--- src/design/crq_pkg.sv ---
`timescale 1ns / 1ps
// ----------------------------------------------------------------------------
// crq_pkg
// shared types and constants for the command ring queue
// ----------------------------------------------------------------------------
package crq_pkg;

  localparam int QUEUE_SIZE = 16;
  localparam int PTR_W      = (QUEUE_SIZE > 1) ? $clog2(QUEUE_SIZE) : 1;

  // request codes
  localparam logic [1:0] REQ_PUSH  = 2'd0;
  localparam logic [1:0] REQ_POP   = 2'd1;
  localparam logic [1:0] REQ_BATCH = 2'd2;
  localparam logic [1:0] REQ_NONE  = 2'd3;

  // source codes
  localparam logic [1:0] SRC_BUTTON = 2'd0;
  localparam logic [1:0] SRC_MQTT   = 2'd1;
  localparam logic [1:0] SRC_WEB    = 2'd2;
  localparam logic [1:0] SRC_OTHER  = 2'd3;

  typedef struct packed {
    logic [1:0]  req_type;
    logic [7:0]  cmd_kind;
    logic [31:0] cmd_value;
    logic [1:0]  cmd_source;
    logic        batch_first;
    logic [7:0]  batch_count;
  } req_item_t;

  typedef struct packed {
    logic        accepted;
    logic        pop_valid;
    logic [7:0]  pop_kind;
    logic [31:0] pop_value;
    logic [1:0]  pop_source;
    logic [3:0]  free_slots;
    logic [31:0] drops_button;
    logic [31:0] drops_mqtt;
    logic [31:0] drops_web;
  } rsp_item_t;

  // one stored command
  typedef struct packed {
    logic [7:0]  kind;
    logic [31:0] value;
    logic [1:0]  source;
  } entry_t;

  typedef struct packed {
    logic   push;
    logic   pop;
    entry_t entry;
  } ring_ctrl_t;

  typedef struct packed {
    logic             full;
    logic             empty;
    logic [PTR_W-1:0] free;
  } ring_stat_t;

endpackage

--- src/design/crq_ring.sv ---
`timescale 1ns / 1ps
// ----------------------------------------------------------------------------
// crq_ring
// ring storage with read and write pointers, one slot kept empty
// ----------------------------------------------------------------------------
module crq_ring (
  input  logic                clk,
  input  logic                rst,
  input  crq_pkg::ring_ctrl_t ctrl,
  output crq_pkg::ring_stat_t stat,
  output crq_pkg::entry_t     rd_entry
);
  import crq_pkg::*;

  entry_t           mem [QUEUE_SIZE];
  logic [PTR_W-1:0] rd_ptr;
  logic [PTR_W-1:0] wr_ptr;
  logic [PTR_W-1:0] rd_ptr_next;
  logic [PTR_W-1:0] wr_ptr_next;
  logic [PTR_W:0]   used;

  assign rd_ptr_next = (rd_ptr == PTR_W'(QUEUE_SIZE - 1)) ? '0 : rd_ptr + 1'b1;
  assign wr_ptr_next = (wr_ptr == PTR_W'(QUEUE_SIZE - 1)) ? '0 : wr_ptr + 1'b1;

  always_comb begin
    if (wr_ptr >= rd_ptr) begin
      used = {1'b0, wr_ptr} - {1'b0, rd_ptr};
    end else begin
      used = {1'b0, wr_ptr} + (PTR_W+1)'(QUEUE_SIZE) - {1'b0, rd_ptr};
    end
  end

  assign stat.full  = (wr_ptr_next == rd_ptr);
  assign stat.empty = (wr_ptr == rd_ptr);
  assign stat.free  = PTR_W'((PTR_W+1)'(QUEUE_SIZE - 1) - used);

  always_ff @(posedge clk) begin
    if (rst) begin
      rd_ptr <= '0;
      wr_ptr <= '0;
    end else begin
      if (ctrl.push) begin
        wr_ptr <= wr_ptr_next;
      end
      if (ctrl.pop) begin
        rd_ptr <= rd_ptr_next;
      end
    end
  end

  // storage and registered read port
  always_ff @(posedge clk) begin
    if (ctrl.push) begin
      mem[wr_ptr] <= ctrl.entry;
    end
    if (ctrl.pop) begin
      rd_entry <= mem[rd_ptr];
    end
  end

endmodule

--- src/design/command_ring_queue_with_drop_counts.sv ---
`timescale 1ns / 1ps
// ----------------------------------------------------------------------------
// command_ring_queue_with_drop_counts
// command fifo with batch admission and per-source drop counters
// ----------------------------------------------------------------------------
// usage
//   req channel: one beat is a push, a pop or one element of a batch push;
//   the first batch element carries the length and the whole batch is
//   admitted only if it fits in the free slots at that moment
//   rsp channel: exactly one beat per request beat, in order, giving the
//   accept flag, the popped command, free slots and the three drop counters
//   the ring holds QUEUE_SIZE - 1 commands; a refused push from button,
//   mqtt or web bumps that source's wrapping 32-bit counter
// timing
//   the rsp beat is registered and appears in the cycle after its req beat
//   is taken; one request per cycle is taken while req_ready is high, set by
//   the single pointer update and one storage read/write per beat
// reset
//   synchronous rst empties the ring, ends any batch and clears counters;
//   storage contents are not cleared
// back-pressure
//   the rsp register holds its beat while rsp_ready is low; req_ready
//   drops only while a beat waits and rsp_ready is low
// ----------------------------------------------------------------------------
module command_ring_queue_with_drop_counts (
  input  logic               clk,
  input  logic               rst,
  input  logic               req_valid,
  output logic               req_ready,
  input  crq_pkg::req_item_t req,
  output logic               rsp_valid,
  input  logic               rsp_ready,
  output crq_pkg::rsp_item_t rsp
);
  import crq_pkg::*;

  localparam int CMP_W = PTR_W + 8;

  ring_ctrl_t  ring_ctrl;
  ring_stat_t  ring_stat;
  entry_t      rd_entry;

  logic        fire;
  logic        is_push;
  logic        is_pop;
  logic        is_batch;

  // batch tracking
  logic [7:0]  batch_left;
  logic        batch_admitted;
  logic [7:0]  batch_left_next;
  logic        batch_admitted_next;
  logic [7:0]  left_eff;
  logic        adm_eff;
  logic        live;

  logic        push_req;
  logic        push_ok;
  logic        pop_ok;
  logic        drop;

  // drop counters
  logic [31:0] drops_button;
  logic [31:0] drops_mqtt;
  logic [31:0] drops_web;

  // result register
  logic        accepted;
  logic        pop_valid;
  logic [PTR_W+3:0] free_wide;

  assign fire      = req_valid && req_ready;
  assign req_ready = !rsp_valid || rsp_ready;

  assign is_push  = (req.req_type == REQ_PUSH);
  assign is_pop   = (req.req_type == REQ_POP);
  assign is_batch = (req.req_type == REQ_BATCH);

  // batch admission decision
  always_comb begin
    left_eff            = batch_left;
    adm_eff             = batch_admitted;
    live                = 1'b0;
    batch_left_next     = batch_left;
    batch_admitted_next = batch_admitted;
    if (req.batch_first) begin
      if (req.batch_count == 8'd0) begin
        // empty batch ends whatever was in progress
        batch_left_next     = 8'd0;
        batch_admitted_next = 1'b0;
      end else begin
        left_eff = req.batch_count;
        adm_eff  = (CMP_W'(req.batch_count) <= CMP_W'(ring_stat.free));
        live     = 1'b1;
      end
    end else begin
      live = (batch_left != 8'd0);
    end
    if (live) begin
      batch_left_next     = left_eff - 8'd1;
      batch_admitted_next = (batch_left_next == 8'd0) ? 1'b0 : adm_eff;
    end
  end

  assign push_req = is_push || (is_batch && live && adm_eff);
  assign push_ok  = fire && push_req && !ring_stat.full;
  assign pop_ok   = fire && is_pop && !ring_stat.empty;
  // refused: full ring on any store, or any element of a refused batch
  assign drop     = fire && ((push_req && ring_stat.full) || (is_batch && live && !adm_eff));

  assign ring_ctrl.push         = push_ok;
  assign ring_ctrl.pop          = pop_ok;
  assign ring_ctrl.entry.kind   = req.cmd_kind;
  assign ring_ctrl.entry.value  = req.cmd_value;
  assign ring_ctrl.entry.source = req.cmd_source;

  crq_ring u_ring (
    .clk      (clk),
    .rst      (rst),
    .ctrl     (ring_ctrl),
    .stat     (ring_stat),
    .rd_entry (rd_entry)
  );

  always_ff @(posedge clk) begin
    if (rst) begin
      batch_left     <= 8'd0;
      batch_admitted <= 1'b0;
      drops_button   <= '0;
      drops_mqtt     <= '0;
      drops_web      <= '0;
      rsp_valid      <= 1'b0;
      accepted       <= 1'b0;
      pop_valid      <= 1'b0;
    end else begin
      if (fire && is_batch) begin
        batch_left     <= batch_left_next;
        batch_admitted <= batch_admitted_next;
      end
      if (drop) begin
        unique case (req.cmd_source)
          SRC_BUTTON: drops_button <= drops_button + 32'd1;
          SRC_MQTT:   drops_mqtt   <= drops_mqtt + 32'd1;
          SRC_WEB:    drops_web    <= drops_web + 32'd1;
          SRC_OTHER:  ;  // never counted
          default:    ;
        endcase
      end
      if (fire) begin
        rsp_valid <= 1'b1;
        accepted  <= push_ok;
        pop_valid <= pop_ok;
      end else if (rsp_ready) begin
        rsp_valid <= 1'b0;
      end
    end
  end

  // state only moves on a request beat, so the live pointers and counters
  // are the after-step values of the beat being shown
  assign free_wide = {4'b0000, ring_stat.free};

  assign rsp.accepted     = accepted;
  assign rsp.pop_valid    = pop_valid;
  assign rsp.pop_kind     = pop_valid ? rd_entry.kind : 8'd0;
  assign rsp.pop_value    = pop_valid ? rd_entry.value : 32'd0;
  assign rsp.pop_source   = pop_valid ? rd_entry.source : 2'd0;
  assign rsp.free_slots   = free_wide[3:0];
  assign rsp.drops_button = drops_button;
  assign rsp.drops_mqtt   = drops_mqtt;
  assign rsp.drops_web    = drops_web;

endmodule

--- config.mk ---
export PLATFORM = sky130hd
export DESIGN_NAME = command_ring_queue_with_drop_counts
export DESIGN_NICKNAME = d
export VERILOG_FILES = /design/src/design/crq_pkg.sv /design/src/design/crq_ring.sv /design/src/design/command_ring_queue_with_drop_counts.sv
export SDC_FILE = /design/constraint.sdc
export NUM_CORES = 1
export LEC_CHECK = 0
export BUFFER_PORTS_ARGS = -buffer_cell sky130_fd_sc_hd__buf_2
export CAP_MARGIN = 40
export CORE_UTILIZATION = 60
export DETAILED_ROUTE_END_ITERATION = 16
export HOLD_SLACK_MARGIN = 0.15
export PLACE_DENSITY_LB_ADDON = 0.15
export SYNTH_ARGS = -nofsm -noshare
export SYNTH_HDL_FRONTEND = slang
export SYNTH_SLANG_ARGS = --single-unit
--- constraint.sdc ---
create_clock -name clk -period 5.95 [get_ports clk]
set_input_delay 0.8925 -clock clk [delete_from_list [all_inputs] [get_ports clk]]
set_output_delay 0.8925 -clock clk [all_outputs]
set_load 0.03 [all_outputs]
Yosys cells after proc, flatten, opt, wreduce, memory -nomap -nowiden

Memories as Yosys holds them, arrays and structs flattened. A register that Yosys moved wholly into a read port is not among the register bits.
Index checks and enable logic that the tools add are counted.

Register bits after elaboration: 116
Output and inout port bits: 146
RAM bits: 672
Word-level logic and storage cells: 84
Input port bits: 57
Memories kept: 1

Memories:

| name       | words | width | read ports | clocked after memory_dff | write ports | line           | RTL |
|---|---|---|---|---|---|---|---|
| u_ring.mem | 16    | 42    | 1          | 1                        | 1           | crq_ring.sv:15 | `entry_t mem [QUEUE_SIZE];` |

Reduce and logical (&&, ||, !) cells: 30
Equal/unequal tests: 8
Muxes and demuxes: 23
Add/sub/neg operators: 10
Magnitude comparators: 2

Operator list:

| operator                | number |
|---|---|
| $add A32 B1 Y32 const B | 3 |
| $mux W8                 | 6 |
| $mux W32                | 1 |
| $logic_not A8 Y1        | 2 |
| $add A4 B1 Y4 const B   | 3 |
| $mux W1                 | 12 |
| $mux W4                 | 3 |
| $logic_and A1 B1 Y1     | 11 |
| $eq A4 B4 Y1            | 2 |
| $eq A4 B4 Y1 const B    | 2 |
| $le A8 B4 Y1            | 1 |
| $reduce_bool A8 Y1      | 1 |
| $sub A4 B4 Y4           | 2 |
| $sub A8 B1 Y8 const B   | 1 |
| $reduce_and A2 Y1       | 3 |
| $reduce_bool A2 Y1      | 3 |
| $eq A2 B1 Y1 const B    | 2 |
| $eq A2 B2 Y1 const B    | 2 |
| $ge A4 B4 Y1            | 1 |
| $logic_not A1 Y1        | 4 |
| $logic_not A2 Y1        | 2 |
| $sub A4 B4 Y4 const A   | 1 |
| $logic_or A1 B1 Y1      | 3 |
| $reduce_and A3 Y1       | 1 |
| $mux W2                 | 1 |

Depth between registers and ports, before layout

Depth after elaboration: 13
Depth in mapped cells: 18
Gate-level depth less buffers: 13

Hierarchy

Synthesis repeated with hierarchy kept, for this count alone.

Cell total of the unflattened synthesis: 1,926
Area total of the unflattened synthesis: 33,347.0 um^2

By module, submodules not included:

| module                              | times used | cells each | seq. area each (um^2) | area an instance (um^2) |
|---|---|---|---|---|
| crq_ring                            | 1          | 1,160      | 21,600.7              | 27,039.7 |
| command_ring_queue_with_drop_counts | 1          | 766        | 2,162.1               | 6,307.3 |

Worst setup path after synthesis

OpenSTA, ideal clock, no wires.

Kind: flip-flop to flip-flop
From: reg u_ring.rd_ptr[1]
To: reg u_ring.rd_ptr[3]
Cell stages (with the launch flop): 12
Buffers on the path: 3
Library setup time: 0.070 ns
Setup slack: 0.726 ns
Data arrival time: 5.154 ns
Period minus slack after synthesis: 5.224 ns
Required time: 5.880 ns
Cells stage by stage: dfxtp_1 > clkbuf_1 > clkbuf_1 > clkbuf_1 > inv_1 > ha_1 > nand3_1 > nor2_1 > nor4b_2 > nand2_1 > or3_1 > a21oi_1

Word-level cells in the longest chain between the ends: 3
Elaborated cells between the ends (all ways): 6
Those cells by class: 1 x add/sub; 2 x eq/ne; 1 x mux; 2 x reduce/logical

RTL lines:

| element                | line                                       | RTL |
|---|---|---|
| start, declared        | crq_ring.sv:16                             | `logic [PTR_W-1:0] rd_ptr;` |
| start signal, assigned | crq_ring.sv:46                             | `rd_ptr <= rd_ptr_next;` |
| $eq A4 B4 Y1           | crq_ring.sv:34                             | `assign stat.empty = (wr_ptr == rd_ptr);` |
| $logic_not A1 Y1       | command_ring_queue_with_drop_counts.sv:107 | `assign pop_ok = fire && is_pop && !ring_stat.empty;` |
| $logic_and A1 B1 Y1    | command_ring_queue_with_drop_counts.sv:107 |  |
| named net pop_ok       | command_ring_queue_with_drop_counts.sv:59  | `logic pop_ok;` |

The timed path passes the listed nets, and every way through them passes these cells.
A chain may end at the register's enable or synchronous reset.

Final worst setup path

From: reg u_ring.wr_ptr[0]
To: mem u_ring.mem[1][6] (netlist name) (enable)

Word-level cells in the longest chain between the ends: 13
Elaborated cells between the ends (all ways): 20
Those cells by class: 5 x add/sub; 2 x order compare; 2 x eq/ne; 6 x mux; 5 x reduce/logical

RTL lines:

| element                          | line                                       | RTL |
|---|---|---|
| start, declared                  | crq_ring.sv:17                             | `logic [PTR_W-1:0] wr_ptr;` |
| start signal, assigned           | crq_ring.sv:43                             | `wr_ptr <= wr_ptr_next;` |
| $add A4 B1 Y4                    | crq_ring.sv:29                             | `used = {1'b0, wr_ptr} + (PTR_W+1)'(QUEUE_SIZE) - {1'b0, rd_ptr};` |
| $sub A4 B4 Y4                    | crq_ring.sv:29                             |  |
| $mux W4                          | crq_ring.sv:26                             | `if (wr_ptr >= rd_ptr) begin` |
| $sub A4 B4 Y4                    | crq_ring.sv:35                             | `assign stat.free = PTR_W'((PTR_W+1)'(QUEUE_SIZE - 1) - used);` |
| $le A8 B4 Y1                     | command_ring_queue_with_drop_counts.sv:93  | `adm_eff = (CMP_W'(req.batch_count) <= CMP_W'(ring_stat.free));` |
| $mux W1                          | command_ring_queue_with_drop_counts.sv:87  | `if (req.batch_count == 8'd0) begin` |
| $mux W1                          | command_ring_queue_with_drop_counts.sv:86  | `if (req.batch_first) begin` |
| $logic_and A1 B1 Y1              | command_ring_queue_with_drop_counts.sv:105 | `assign push_req = is_push \|\| (is_batch && live && adm_eff);` |
| $logic_or A1 B1 Y1               | command_ring_queue_with_drop_counts.sv:105 |  |
| $logic_and A1 B1 Y1 (2 in a row) | command_ring_queue_with_drop_counts.sv:106 | `assign push_ok = fire && push_req && !ring_stat.full;` |
| $mux W1                          | crq_ring.sv:53                             | `if (ctrl.push) begin` |
| $mux W1 (implied by the code)    | crq_ring.sv:54                             | `mem[wr_ptr] <= ctrl.entry;` |
| end, declared                    | crq_ring.sv:15                             |  |

Several ways; a longest one is shown, not always the timed one.

==> impl_metrics.tcl <==
set metrics [dict create \
    grt_max_degree 174 \
    power.leakage_nw 12.2 \
    grt_pass1_vias 17630 \
    post-cts-setup-buffer-count 0 \
    syn-instance-count 1782 \
    ir_drop_mv 0.294 \
    setup_violations 0 \
    path_depth 13 \
    yosysSeqAreaShare 0.724 \
    synth_seq_cells 830 \
    hold_depth 2 \
    fin_ws_ns 1.12 \
    power_frac_seq 0.544 \
    crit_path_end_kind "flip-flop" \
    critPathMaxFanout 26 \
    ios 203 \
    synth.avg_cell_area_um2 18.4 \
    slowest_delay_ns 0.87 \
    slowest_stage "and3_2" \
    dp_slack_ns 1.21 \
    yosys_warnings 0 \
    switchingPower_mw 2.36 \
    met1_length_mm 29.4 \
    final_cells 2780 \
    worstPathArrival_ns 5.14 \
    sw_frac_of_total 0.202 \
    cts_sinks 830 \
    drive_above_1_share 0.287 \
    drt_pass1_iterations 5 \
    hold_class "flip-flop to flip-flop" \
    fin_nets 2093 \
    rsz0062_at_grt "no" \
    top_layer_used "met4" \
    wl_mm 70.5 \
    max_cap_viol_count 0 \
    area_growth_pct 14.3 \
    tns_ns 0 \
    cp.required_ns 6.26 \
    slew_headroom 0.269 \
    hold_viol 0 \
    hold_slack_ns 0.483 \
    syn-cell-area_um2 32800 \
    finalPower_mw 11.7 \
    maxSlewViolCount 0 \
    synthArstFlopShare 0 \
    power_density_nw_per_um2 311 \
    start_kind "flip-flop" \
    synth_edf_count 714 \
    ant_nets 0 \
    cts_max_level 3 \
    dr_wl_met2_mm 34.8 \
    cp.buffers_inverters 3 \
    synth_cell_types 59 \
    antenna_found_initial 1 \
    grt_usage 0.260 \
    crit_path_cell_trace "inv_1 -> ha_1 -> inv_1 -> fa_1 -> ha_1 -> nor2b_1 -> o211ai_1 -> a21oi_1 -> o31ai_1 -> a21boi_0 -> nor2_1 -> and3_2 -> buf_4" \
    coreArea_um2 53900 \
    worstMarginPinSlew_ns 1.10 \
    cts_resized 0 \
    fmax_ghz 0.207 \
    grt_overflow 0 \
    die_w_um 236 \
    clk_pin_slew_ns 0.06 \
    start_util 0.609 \
    hpwl_mm 41.1 \
    clockRootBuffer "clkbuf_16" \
    wl_met3_mm 4.68 \
    dieArea_um2 55600 \
    clk-insertion-delay-late_ns 0.63 \
    finClkSkew_ns 0.0234 \
    clock_power_share 0.431 \
    utilization 0.696 \
    ctsHoldBuffers 0 \
    gp_congestion 0.834 \
    path_delay_family "simple AND/OR/NAND/NOR gates" \
    rows 85 \
    ys.flop_type "edfxtp_1" \
    viasPerCell 6.38 \
    place_area_um2 34900 \
    syn_nets 1857 \
    drc_errors 0 \
    crit_type "flip-flop to flip-flop" \
    vias 17735 \
    drt-initial-drc-count 1615 \
    p_int_mw 9.31 \
    routedWlPerCell_um 25.4 \
    period_share 0.811 \
    fin_area_um2 37500 \
    grt_pass1_wl_mm 108 \
    die_h_um 236 \
    cts_tree "done" \
    rr_worst_depth 13 \
    status "finished clean" \
    cts_buffers 83 \
    p_comb_frac 0.026 \
    dp_cells 2628 \
    io_buffers 202 \
    cts_buffer_depth 3 \
    fin_crit_ns 4.83 \
]
==> tightest hold or removal path, delay by kind of cell (launching register included) <==
family         cells  cell delay (ns)
AO/OA/AOI/OAI      2             0.13
flip-flops         1             0.32
==> placed cells by master, fill, tap and decap left out, types with 24 or more instances in the layout <==
cell type    n
edfxtp_1   714
mux4_2     210
buf_2      201
dfxtp_1    112
clkbuf_16   85
a21oi_1     82
o21ai_0     60
or3_1       55
nor2_1      54
nand2_1     47
and2_1      45
inv_1       32
nand3_1     30
xor2_1      24
buf_4       24
==> power groups by stage <==
| stage | clock, mW | sequential (mW) | combinational (mW) |
|---|---|---|---|
| after global routing | 5.33 | 6.34 | 0.324 |
| after detailed placement | 0 | 6.47 | 0.299 |
| after global placement | 0 | 6.46 | 0.287 |
| after CTS | 5.11 | 6.34 | 0.301 |
| after floorplan | 0 | 6.47 | 0.157 |
| final | 5.03 | 6.34 | 0.300 |
==> final timing paths <==
| kind | start | end | slack, ns |
|---|---|---|---|
| worst max-delay path | u_ring.wr_ptr[0] | u_ring.mem[1][6] | 1.12 |
| worst max register to register | u_ring.wr_ptr[0] | u_ring.mem[1][6] | 1.12 |
| worst min register to register | drops_mqtt[31] | drops_mqtt[31] | 0.48 |
| worst min-delay path | drops_mqtt[31] | drops_mqtt[31] | 0.48 |
==> cell families (layout without fill, tap and decap cells) <==
kind of cell,count (synthesis),after routing,synth area share
compound gates,223,223,0.0414
xor+xnor,36,36,0.00961
fa+ha+maj,18,18,0.00709
buf+inv,123,424,0.0148
flops,830,830,0.724
mux,218,218,0.147
other cells,0,1,0
simple gates,334,334,0.0565
==> layout make-up <==
type | count | area (um2)
sequential | 830 | 23800
inverter | 33 | 125
clock buffer | 104 | 2230
timing repair buffer | 241 | 1520
fill | 3372 | 16400
clock inverter | 46 | 385
antenna | 1 | 2.50
tap | 696 | 871
multi-input combinational | 829 | 8600
==> flip-flops by register name, indices dropped and copies added, names as in the netlist <==
name             flops
u_ring.mem         672
accepted             1
drops_mqtt          32
u_ring.rd_ptr        4
batch_admitted       1
rsp_valid            1
drops_web           32
drops_button        32
pop_valid            1
u_ring.wr_ptr        4
batch_left           8
u_ring.rd_entry     42
==> synthesized netlist by cell type (30+ instances only) <==
cell	n	share of area
a21oi_1	82	0.013
and2_1	45	0.0086
and3_1	30	0.0057
clkbuf_1	62	0.0071
dfxtp_1	116	0.071
edfxtp_1	714	0.65
inv_1	32	0.0037
mux4_2	210	0.14
nand2_1	47	0.0054
nand3_1	30	0.0046
nor2_1	54	0.0062
o21ai_0	60	0.0092
or3_1	55	0.010
==> metal layers <==
metal  vias up  global-route usage
met1      9158               0.375
met2       702               0.412
met3       120              0.0480
met4         0              0.0733
li1       7755                   -
met5         -                   0
Note: power is estimated with default switching activity, not from simulation.
